==> src/rtl/seld_pkg.sv <==
package seld_pkg;

  localparam int unsigned LENGTH_POSITION = 1;

  localparam logic [7:0] LEN_POS = 8'(LENGTH_POSITION);
  localparam logic [7:0] MIN_LEN = 8'(LENGTH_POSITION + 2);

  localparam logic [7:0] START_BYTE_RST = 8'h02;
  localparam logic [7:0] END_BYTE_RST   = 8'h03;
  localparam logic [7:0] SUM_INIT       = 8'h00;

  typedef enum logic [1:0] {
    CFG_START_BYTE = 2'd0,
    CFG_END_BYTE   = 2'd1
  } cfg_idx_t;

  typedef enum logic [1:0] {
    ST_GOOD      = 2'd0,
    ST_CSUM_BAD  = 2'd1,
    ST_LEN_SMALL = 2'd2,
    ST_NO_END    = 2'd3
  } frame_status_t;

  typedef struct packed {
    logic [7:0]    frame_byte;
    logic [7:0]    byte_position;
    logic          frame_end;
    frame_status_t frame_status;
  } res_t;

endpackage

==> src/rtl/seld_in_stage.sv <==
module seld_in_stage (
  input  logic       clk,
  input  logic       rst_n,
  input  logic       in_tvalid,
  output logic       in_tready,
  input  logic [7:0] in_tdata,   // [7:0] rx_byte
  input  logic       advance,
  output logic       take,
  output logic [7:0] rx_byte
);

  logic       valid_r;
  logic       valid_nxt;
  logic [7:0] byte_r;

  assign take      = valid_r && advance;
  assign in_tready = !valid_r || advance;
  assign rx_byte   = byte_r;

  always_comb begin
    valid_nxt = valid_r;
    if (in_tready) begin
      valid_nxt = in_tvalid;
    end
  end

  always_ff @(posedge clk) begin
    if (!rst_n) begin
      valid_r <= 1'b0;
    end else begin
      valid_r <= valid_nxt;
    end
  end

  always_ff @(posedge clk) begin
    if (in_tvalid && in_tready) begin
      byte_r <= in_tdata;
    end
  end

endmodule

==> src/rtl/seld_core.sv <==
module seld_core (
  input  logic                 clk,
  input  logic                 rst_n,
  input  logic                 cfg_valid,
  input  logic [1:0]           cfg_index,
  input  logic [7:0]           cfg_data,
  input  logic                 take,
  input  logic [7:0]           rx_byte,
  output logic                 res_valid,
  output seld_pkg::res_t       res
);
  import seld_pkg::*;

  logic [7:0] start_byte_r, start_byte_nxt;
  logic [7:0] end_byte_r, end_byte_nxt;
  logic       in_frame_r, in_frame_nxt;
  logic [7:0] position_count_r, position_count_nxt;
  logic [7:0] frame_length_r, frame_length_nxt;
  logic [7:0] running_sum_r, running_sum_nxt;
  logic       checksum_matched_r, checksum_matched_nxt;
  logic [7:0] pos;
  logic [7:0] len;

  always_comb begin
    start_byte_nxt = start_byte_r;
    end_byte_nxt   = end_byte_r;
    if (cfg_valid) begin
      case (cfg_index)
        CFG_START_BYTE: start_byte_nxt = cfg_data;
        CFG_END_BYTE:   end_byte_nxt   = cfg_data;
        default: ;
      endcase
    end
  end

  always_comb begin
    in_frame_nxt         = in_frame_r;
    position_count_nxt   = position_count_r;
    frame_length_nxt     = frame_length_r;
    running_sum_nxt      = running_sum_r;
    checksum_matched_nxt = checksum_matched_r;
    pos                  = position_count_r + 8'd1;
    len                  = frame_length_r;
    res.frame_byte       = rx_byte;
    res.byte_position    = 8'd0;
    res.frame_end        = 1'b0;
    res.frame_status     = ST_GOOD;
    res_valid            = 1'b0;

    if (!in_frame_r) begin
      if (rx_byte == start_byte_r) begin
        res_valid            = 1'b1;
        in_frame_nxt         = 1'b1;
        position_count_nxt   = 8'd0;
        frame_length_nxt     = 8'd0;
        running_sum_nxt      = SUM_INIT;
        checksum_matched_nxt = 1'b0;
      end
    end else begin
      res_valid         = 1'b1;
      res.byte_position = pos;
      if (pos == LEN_POS) begin
        len              = rx_byte;
        frame_length_nxt = rx_byte;
      end
      if (pos < LEN_POS) begin
        running_sum_nxt = running_sum_r + rx_byte;
      end else if (len < MIN_LEN) begin
        res.frame_end    = 1'b1;
        res.frame_status = ST_LEN_SMALL;
      end else if (pos == len - 8'd1) begin
        res.frame_end = 1'b1;
        if (rx_byte != end_byte_r) begin
          res.frame_status = ST_NO_END;
        end else if (checksum_matched_r) begin
          res.frame_status = ST_GOOD;
        end else begin
          res.frame_status = ST_CSUM_BAD;
        end
      end else if (pos == len - 8'd2) begin
        checksum_matched_nxt = (running_sum_r == rx_byte);
      end else begin
        running_sum_nxt = running_sum_r + rx_byte;
      end

      if (res.frame_end) begin
        in_frame_nxt         = 1'b0;
        position_count_nxt   = 8'd0;
        frame_length_nxt     = 8'd0;
        running_sum_nxt      = SUM_INIT;
        checksum_matched_nxt = 1'b0;
      end else begin
        position_count_nxt = pos;
      end
    end
  end

  always_ff @(posedge clk) begin
    if (!rst_n) begin
      start_byte_r       <= START_BYTE_RST;
      end_byte_r         <= END_BYTE_RST;
      in_frame_r         <= 1'b0;
      position_count_r   <= 8'd0;
      frame_length_r     <= 8'd0;
      running_sum_r      <= SUM_INIT;
      checksum_matched_r <= 1'b0;
    end else begin
      start_byte_r <= start_byte_nxt;
      end_byte_r   <= end_byte_nxt;
      if (take) begin
        in_frame_r         <= in_frame_nxt;
        position_count_r   <= position_count_nxt;
        frame_length_r     <= frame_length_nxt;
        running_sum_r      <= running_sum_nxt;
        checksum_matched_r <= checksum_matched_nxt;
      end
    end
  end

`ifndef SYNTH
  a_hunt_clean: assert property (@(posedge clk) disable iff (!rst_n)
    !in_frame_r |-> (position_count_r == 8'd0 && running_sum_r == SUM_INIT
                     && frame_length_r == 8'd0 && !checksum_matched_r))
    else $error("hunting with stale frame state");
  a_end_hunts: assert property (@(posedge clk) disable iff (!rst_n)
    (take && res_valid && res.frame_end) |=> !in_frame_r)
    else $error("frame end did not return to hunting");
  a_start_opens: assert property (@(posedge clk) disable iff (!rst_n)
    (take && !in_frame_r && res_valid) |=> in_frame_r)
    else $error("start byte did not open a frame");
  a_status_only_at_end: assert property (@(posedge clk) disable iff (!rst_n)
    (res_valid && !res.frame_end) |-> res.frame_status == ST_GOOD)
    else $error("status set on a non-final byte");
`endif

endmodule

==> src/rtl/seld_out_stage.sv <==
module seld_out_stage (
  input  logic           clk,
  input  logic           rst_n,
  input  logic           take,
  input  logic           res_valid,
  input  seld_pkg::res_t res,
  output logic           advance,
  output logic           out_tvalid,
  input  logic           out_tready,
  output logic [15:0]    out_tdata,  // [7:0] frame_byte, [15:8] byte_position
  output logic           out_tlast,  // frame_end
  output logic [1:0]     out_tuser   // [1:0] frame_status
);
  import seld_pkg::*;

  logic valid_r;
  logic valid_nxt;
  res_t res_r;

  assign advance    = !valid_r || out_tready;
  assign out_tvalid = valid_r;
  assign out_tdata  = {res_r.byte_position, res_r.frame_byte};
  assign out_tlast  = res_r.frame_end;
  assign out_tuser  = res_r.frame_status;

  always_comb begin
    valid_nxt = valid_r;
    if (advance) begin
      valid_nxt = take && res_valid;
    end
  end

  always_ff @(posedge clk) begin
    if (!rst_n) begin
      valid_r <= 1'b0;
    end else begin
      valid_r <= valid_nxt;
    end
  end

  always_ff @(posedge clk) begin
    if (take && res_valid) begin
      res_r <= res;
    end
  end

endmodule

==> src/rtl/stx_etx_length_checksum_deframer.sv <==
// STX/ETX deframer: one received byte per item. Bytes seen while hunting that
// are not the start byte give no result. Every frame byte comes out with its
// position (start byte is 0); the final byte has tlast set and its status in
// tuser (0 good, 1 checksum mismatch, 2 length too small, 3 missing end byte).
// The length is read at frame position LENGTH_POSITION of the package.
// Timing: an accepted byte is held in the input register, the frame state and
// result are worked out from it combinationally, and the result is loaded
// into the output register, which drives out_tvalid, when the byte leaves
// the input register. With out_tready high one item is taken every clock.
// While a result waits with out_tready low nothing leaves the input register,
// bytes that give no result included, so the input takes at most one more
// byte and then holds in_tready low.
// Register 0 is the start byte (reset 0x02), register 1 the end byte (reset
// 0x03); other indices are ignored. cfg_ready is always high.
module stx_etx_length_checksum_deframer (
  input  logic        clk,
  input  logic        rst_n,
  input  logic        in_tvalid,
  output logic        in_tready,
  input  logic [7:0]  in_tdata,    // [7:0] rx_byte
  output logic        out_tvalid,
  input  logic        out_tready,
  output logic [15:0] out_tdata,   // [7:0] frame_byte, [15:8] byte_position
  output logic        out_tlast,   // frame_end
  output logic [1:0]  out_tuser,   // [1:0] frame_status
  input  logic        cfg_valid,
  output logic        cfg_ready,
  input  logic [1:0]  cfg_index,
  input  logic [7:0]  cfg_data
);
  import seld_pkg::*;

  logic       advance;
  logic       take;
  logic [7:0] rx_byte;
  logic       res_valid;
  res_t       res;

  assign cfg_ready = 1'b1;

  seld_in_stage u_in (
    .clk       (clk),
    .rst_n     (rst_n),
    .in_tvalid (in_tvalid),
    .in_tready (in_tready),
    .in_tdata  (in_tdata),
    .advance   (advance),
    .take      (take),
    .rx_byte   (rx_byte)
  );

  seld_core u_core (
    .clk       (clk),
    .rst_n     (rst_n),
    .cfg_valid (cfg_valid),
    .cfg_index (cfg_index),
    .cfg_data  (cfg_data),
    .take      (take),
    .rx_byte   (rx_byte),
    .res_valid (res_valid),
    .res       (res)
  );

  seld_out_stage u_out (
    .clk        (clk),
    .rst_n      (rst_n),
    .take       (take),
    .res_valid  (res_valid),
    .res        (res),
    .advance    (advance),
    .out_tvalid (out_tvalid),
    .out_tready (out_tready),
    .out_tdata  (out_tdata),
    .out_tlast  (out_tlast),
    .out_tuser  (out_tuser)
  );

`ifndef SYNTH
  a_ready_when_empty: assert property (@(posedge clk) disable iff (!rst_n)
    !out_tvalid |-> in_tready)
    else $error("input stalled with empty output register");
  a_stall_only_on_full: assert property (@(posedge clk) disable iff (!rst_n)
    !in_tready |-> (out_tvalid && !out_tready))
    else $error("input stalled without output backpressure");
  a_no_status_mid_frame: assert property (@(posedge clk) disable iff (!rst_n)
    (out_tvalid && !out_tlast) |-> out_tuser == ST_GOOD)
    else $error("status on a non-final item");
`endif

endmodule
==> config.mk <==
export PLATFORM = sky130hd
export DESIGN_NAME = stx_etx_length_checksum_deframer
export DESIGN_NICKNAME = d
export VERILOG_FILES = /design/src/rtl/seld_pkg.sv /design/src/rtl/seld_in_stage.sv /design/src/rtl/seld_core.sv /design/src/rtl/seld_out_stage.sv /design/src/rtl/stx_etx_length_checksum_deframer.sv
export SDC_FILE = /design/constraint.sdc
export NUM_CORES = 1
export LEC_CHECK = 0
export BUFFER_PORTS_ARGS = -buffer_cell sky130_fd_sc_hd__buf_2
export CAP_MARGIN = 20
export CORE_ASPECT_RATIO = 1.75
export CORE_MARGIN = 10
export CORE_UTILIZATION = 65
export CTS_BUF_LIST = sky130_fd_sc_hd__clkbuf_4 sky130_fd_sc_hd__clkbuf_8
export DETAILED_ROUTE_END_ITERATION = 7
export GPL_TIMING_DRIVEN = 0
export PLACE_DENSITY = 0.95
export SLEW_MARGIN = 5
export SYNTH_ARGS = -nofsm -noshare
export SYNTH_HDL_FRONTEND = slang
export SYNTH_SLANG_ARGS = --single-unit
export TNS_END_PERCENT = 10
==> constraint.sdc <==
create_clock -name clk -period 8.37 [get_ports clk]
set_input_delay 1.2555 -clock clk [delete_from_list [all_inputs] [get_ports clk]]
set_output_delay 1.2555 -clock clk [all_outputs]
set_load 0.01 [all_outputs]
# Word-level counts from Yosys, hierarchy flattened
# Index checks and enable logic that the tools add are counted.
# totals
out_inout_bits	22
reg_bits	71
inputBits	23
elab_cells	78
# classes
reduce_logical	14
n_eq_ne	14
mux	30
n_lt_le_gt_ge	2
add_sub_neg	4
# op_table
cell	n
2-to-1 mux 8 bit	13
equality test 8 bit	4
2-to-1 mux 1 bit	12
2-to-1 mux 3 bit	4
!= test 3 bit (second input constant)	4
!= test 4 bit (second input constant)	3
adder 8 x 1 -> 8 bit (second input constant)	1
adder 8 bit	1
equality test 8 x 1 -> 1 bit (second input constant)	1
less-than comparator 8 x 1 -> 1 bit (second input constant)	1
less-than comparator 8 x 2 -> 1 bit (second input constant)	1
!= test 8 bit	1
subtractor 8 x 1 -> 8 bit (second input constant)	1
subtractor 8 x 2 -> 8 bit (second input constant)	1
AND reduction 2 bit	3
AND reduction 6 bit	1
AND reduction 5 bit	1
logical AND 1 bit	3
equality test 2 x 1 -> 1 bit (second input constant)	1
zero test 1 bit	2
zero test 2 bit	1
logical OR 1 bit	2
2-to-1 mux 2 bit	1
nonzero test 2 bit	1

# Longest topological paths before layout
# logic_depth
word_depth	12
mapped_depth	22
ltp_nobuf	18

# Hierarchy
# A second synthesis with hierarchy kept.
# hier_totals
cells_unflattened	474
area_unflattened_um2	4469.3
# modules_own_cells
module	cells_each	area_each_um2	seq_area_each_um2	instances
seld_core	434	3529.6	840.8	1
seld_out_stage	24	623.1	590.6	1
seld_in_stage	14	305.3	260.2	1
stx_etx_length_checksum_deframer	2	11.3	0.0	1

# Least setup slack after synthesis
# Ideal clock, no wire load.
# synth_path
kind	reg-to-reg
start	reg u_core.position_count_r[1]
end	reg u_core.frame_length_r[5]
n_path_buf	3
synth_period_minus_slack_ps	4141
slack_ps	4229
path_stages_with_launch	22
t_required_ps	8253
setup_time_ps	117
t_arrival_ps	4023
cell_sequence	dfxtp_1 -> ha_1 -> buf_2 -> nand3_1 -> xor2_1 -> o2111ai_2 -> buf_4 -> o21ai_0 -> nand2_1 -> inv_1 -> ha_1 -> inv_1 -> xnor2_1 -> inv_1 -> o21ai_0 -> a211oi_1 -> o21ai_0 -> a2111oi_2 -> a41o_1 -> buf_6 -> o21ai_2 -> a32o_1
# synth_between
elab_chain_len	12
word_cells_on_any_way	14
cone_classes	2 x add/sub; 2 x order compare; 2 x eq/ne; 8 x mux
# synth_rtl
item	line_no	text
from (decl)	seld_core.sv:17	logic [7:0] position_count_r, position_count_nxt;
from (signal assigned)	seld_core.sv:112	position_count_r <= position_count_nxt;
adder 8 x 1 -> 8 bit (*)	seld_core.sv:42	pos = position_count_r + 8'd1;
equality test 8 x 1 -> 1 bit	seld_core.sv:62	if (pos == LEN_POS) begin
2-to-1 mux 8 bit	seld_core.sv:62	
2-to-1 mux 8 bit	seld_core.sv:50	if (!in_frame_r) begin
subtractor 8 x 1 -> 8 bit	seld_core.sv:71	end else if (pos == len - 8'd1) begin
equality test 8 bit	seld_core.sv:71	
2-to-1 mux 3 bit	seld_core.sv:71	
2-to-1 mux 3 bit	seld_core.sv:68	end else if (len < MIN_LEN) begin
2-to-1 mux 3 bit	seld_core.sv:66	if (pos < LEN_POS) begin
2-to-1 mux 3 bit	seld_core.sv:50	
2-to-1 mux 8 bit (*)	seld_core.sv:86	if (res.frame_end) begin
2-to-1 mux 8 bit (*)	seld_core.sv:50	
to (signal assigned)	seld_core.sv:113	frame_length_r <= frame_length_nxt;
to (decl)	seld_core.sv:18	logic [7:0] frame_length_r, frame_length_nxt;
# Mark *: on every way between the ends. The rest lies on a longest branch, timed or not. The select of a mux whose other input is x is not followed.
# A chain may end at the register's enable or synchronous reset.

# Worst setup path in the final report
# layout_path
start	reg u_core.position_count_r[1]
end	reg u_core.position_count_r[1]
# layout_between
elab_chain_len	12
word_cells_on_any_way	14
cone_classes	2 x add/sub; 2 x order compare; 2 x eq/ne; 8 x mux
# layout_rtl
item	line_no
adder 8 x 1 -> 8 bit (*)	seld_core.sv:42
equality test 8 x 1 -> 1 bit	seld_core.sv:62
2-to-1 mux 8 bit	seld_core.sv:62
2-to-1 mux 8 bit	seld_core.sv:50
subtractor 8 x 1 -> 8 bit	seld_core.sv:71
equality test 8 bit	seld_core.sv:71
2-to-1 mux 3 bit	seld_core.sv:71
2-to-1 mux 3 bit	seld_core.sv:68
2-to-1 mux 3 bit	seld_core.sv:66
2-to-1 mux 3 bit	seld_core.sv:50
2-to-1 mux 8 bit (*)	seld_core.sv:86
2-to-1 mux 8 bit (*)	seld_core.sv:50
# Marks and branches as above.

==> impl_metrics.tcl <==
set metrics [dict create \
    status "finished clean" \
    portBuffers 43 \
    hold_buffers 0 \
    area_delta_synth_final_pct 12.6 \
    die_area_mm2 0.0106 \
    setup_viol 0 \
    p_per_area_mw_per_mm2 158 \
    ys_seq_area_share_pct 38.3 \
    final_cell_area_mm2 0.00497 \
    grt_max_degree 26 \
    cts_buffers 9 \
    cts_root_buf "clkbuf_8" \
    synth.top_cells.by_count "dfxtp_1, nor2_1, nand2_1, xnor2_1, edfxtp_1" \
    maxCapViolCount 0 \
    synth.most_common_cell "dfxtp_1" \
    fin_crit_ns 5.38 \
    antenna_found_initial 0 \
    worstPathMaxFanout 10 \
    rsz0062_at_grt "no" \
    clockBufferDepth 2 \
    final_cells 604 \
    routed_via_density 6.60 \
    cts_resized 0 \
    grt_pass1_vias 4023 \
    synth-warning-count 0 \
    syn_avg_cell_area_um2 9.54 \
    layout-drive-gt1-share_pct 20.1 \
    clk_latency_ns 0.37 \
    start_util_pct 67.1 \
    synth_top_area_cell "dfxtp_1" \
    dr.pass1.iters 5 \
    synth_nets 500 \
    startpoint "u_core.position_count_r[1]$_SDFFE_PN0P_" \
    io-pin-count 45 \
    hold_path.class "flip-flop to flip-flop" \
    drc 0 \
    post_cts_buffers 0 \
    grt_pass1_wl_um 21100 \
    r2r_start "u_core.position_count_r[1]$_SDFFE_PN0P_" \
    clkSinkCount 71 \
    crit_path_max_incr_delay_ns 0.55 \
    hold_viol_final 0 \
    core_mm2 0.00659 \
    rows 39 \
    synth_edf_count 27 \
    max_freq_mhz 186 \
    gr-total-overflow 0 \
    ir_drop_v 0.000151 \
    slew-limit-headroom_pct 30.7 \
    path_cells "ha_1, buf_2, nand3_1, xor2_1, o2111ai_2, buf_4, o21ai_0, nand2_1, inv_1, ha_1, inv_1, xnor2_1, inv_1, o21ai_0, a211oi_1, o21ai_0, a2111oi_2, a41oi_2, a32oi_1, nor2_1" \
    layout_setup_ws_ns 2.99 \
    worst-endpoint-required_ns 8.60 \
    chipHeight_um 129 \
    die_x_um 82.3 \
    wl_per_cell_um 22.3 \
    grt_usage_pct 26.3 \
    dp_hpwl_um 10100 \
    synth.area.top_cells "dfxtp_1, edfxtp_1, xnor2_1, ha_1, nor2_1" \
    place_ws_ns 3.16 \
    ys_types 81 \
    cts_tree "yes" \
    leakage_nw 1.94 \
    critPathKind "flip-flop to flip-flop" \
    r2r_slack_ns 2.99 \
    wl_um 13500 \
    ys_async_sr_fraction_pct 0 \
    tns_ns 0 \
    ys_ff_latch 71 \
    finalCritPeriodShare_pct 64.3 \
    routabilityCongestion 1.02 \
    timing.rr.end "u_core.position_count_r[1]$_SDFFE_PN0P_" \
    postRouteAntennaNets 0 \
    path_clk_slew_ns 0.08 \
    placedInstanceArea_mm2 0.00474 \
    worstSetupStartpointType "flip-flop" \
    netlist.area_leader.share_pct 19.9 \
    ys.flop_type "dfxtp_1" \
    end_kind "flip-flop" \
    hold_slack_ns 0.450 \
    htreeDepth 3 \
    worst_clock_skew_ns 0.0108 \
    n_antenna_cell 0 \
    finalMaxSlewViolations 0 \
    netlist_instances 463 \
    syn_area_mm2 0.00442 \
    vias 3988 \
    reg2regPathDepth 20 \
    drt-initial-drc-count 420 \
    nNetsFinal 554 \
    crit_arrival_ns 5.62 \
    crit_path_top_delay_cell "a2111oi_2" \
    worstMarginPinSlew_ns 1.04 \
    placed_cells 588 \
    cp-endpoint "u_core.position_count_r[1]$_SDFFE_PN0P_" \
]
==> registers in the layout, summed over array words and instances, names as in the netlist, 2 cells and up <==
| name | flops |
|---|---|
| u_out.out_tdata | 16 |
| u_core.running_sum_r | 8 |
| u_core.position_count_r | 8 |
| u_in.rx_byte | 8 |
| u_core.frame_length_r | 8 |
| u_out.out_tuser | 2 |
| u_core.end_byte_r | 8 |
| u_core.start_byte_r | 8 |
==> critical path, delay by kind of cell, from the launching register on <==
kind,cells,cell delay [ns]
adder cells (fa/ha/maj),2,0.44
AND/OR/NAND/NOR,3,0.45
buffers and inverters,5,0.84
flip-flops,1,0.49
XOR/XNOR,2,0.45
AO/OA/AOI/OAI,8,2.55
==> cells by family after synthesis <==
logic type | synth area share, %
buffers and inverters | 5.38
multiplexers | 3.62
AND/OR/NAND/NOR | 20.4
other | 0.0849
adder cells (fa/ha/maj) | 4.13
XOR/XNOR | 7.93
AO/OA/AOI/OAI | 20.2
flip-flops | 38.3
==> power by group <==
part           switching [mW]  internal [mW]  total (mW)
Clock                   0.129          0.195       0.324
Combinational          0.0509         0.0349      0.0857
Sequential             0.0108          0.364       0.375
Total                   0.191          0.594       0.785
==> per-layer routing <==
layer	routed length (um)	up-vias	global-route usage [%]
met5	0	-	0
met4	957	0	18.7
met3	869	71	5.61
met2	6950	227	44.9
met1	4710	1874	27.1
li1	-	1816	-
==> per-stage QoR <==
stage,utilization [%],power [mW]
after detailed placement,71.9,0.465
final,75.5,0.785
after floorplan,-,0.438
after global placement,71.9,0.462
after global routing,75.5,0.805
after CTS,75.5,0.784
==> cell usage in the layout, fill, tap and decap left out, types with 7 or more instances in the layout <==
cell type	synthesis	routed
a21oi_1	17	17
a22o_1	7	7
a32oi_1	8	8
and2_1	12	12
buf_2	4	47
buf_4	7	7
clkbuf_1	11	11
clkbuf_8	0	12
dfxtp_1	44	44
edfxtp_1	27	27
ha_1	13	13
inv_1	17	17
mux2i_1	16	16
nand2_1	35	35
nand3_1	14	14
nor2_1	43	43
nor3_1	14	14
o21ai_0	14	14
xnor2_1	32	32
xor2_1	8	8
==> worst min path at each step <==
stage                                    from                           end  slack [ns]  depth (start not counted)
floorplan           u_in.rx_byte[7]$_DFFE_PP_  u_out.out_tdata[7]$_DFFE_PP_        0.42                          0
global placement    u_in.rx_byte[7]$_DFFE_PP_  u_out.out_tdata[7]$_DFFE_PP_        0.42                          0
detailed placement  u_in.rx_byte[7]$_DFFE_PP_  u_out.out_tdata[7]$_DFFE_PP_        0.45                          0
CTS                 u_in.rx_byte[7]$_DFFE_PP_  u_out.out_tdata[7]$_DFFE_PP_        0.45                          0
global route        u_in.rx_byte[7]$_DFFE_PP_  u_out.out_tdata[7]$_DFFE_PP_        0.47                          0
finish              u_in.rx_byte[7]$_DFFE_PP_  u_out.out_tdata[7]$_DFFE_PP_        0.45                          0
==> layout make-up <==
class | count | area (um^2)
Buffer | 28 | 174
Clock buffer | 13 | 173
Clock inverter | 3 | 65.1
Fill cell | 485 | 1610
Inverter | 17 | 63.8
Multi-Input combinational cell | 347 | 2490
Sequential cell | 71 | 1690
Tap cell | 82 | 103
Timing Repair Buffer | 43 | 215
Note: power is estimated with default switching activity, not from simulation.
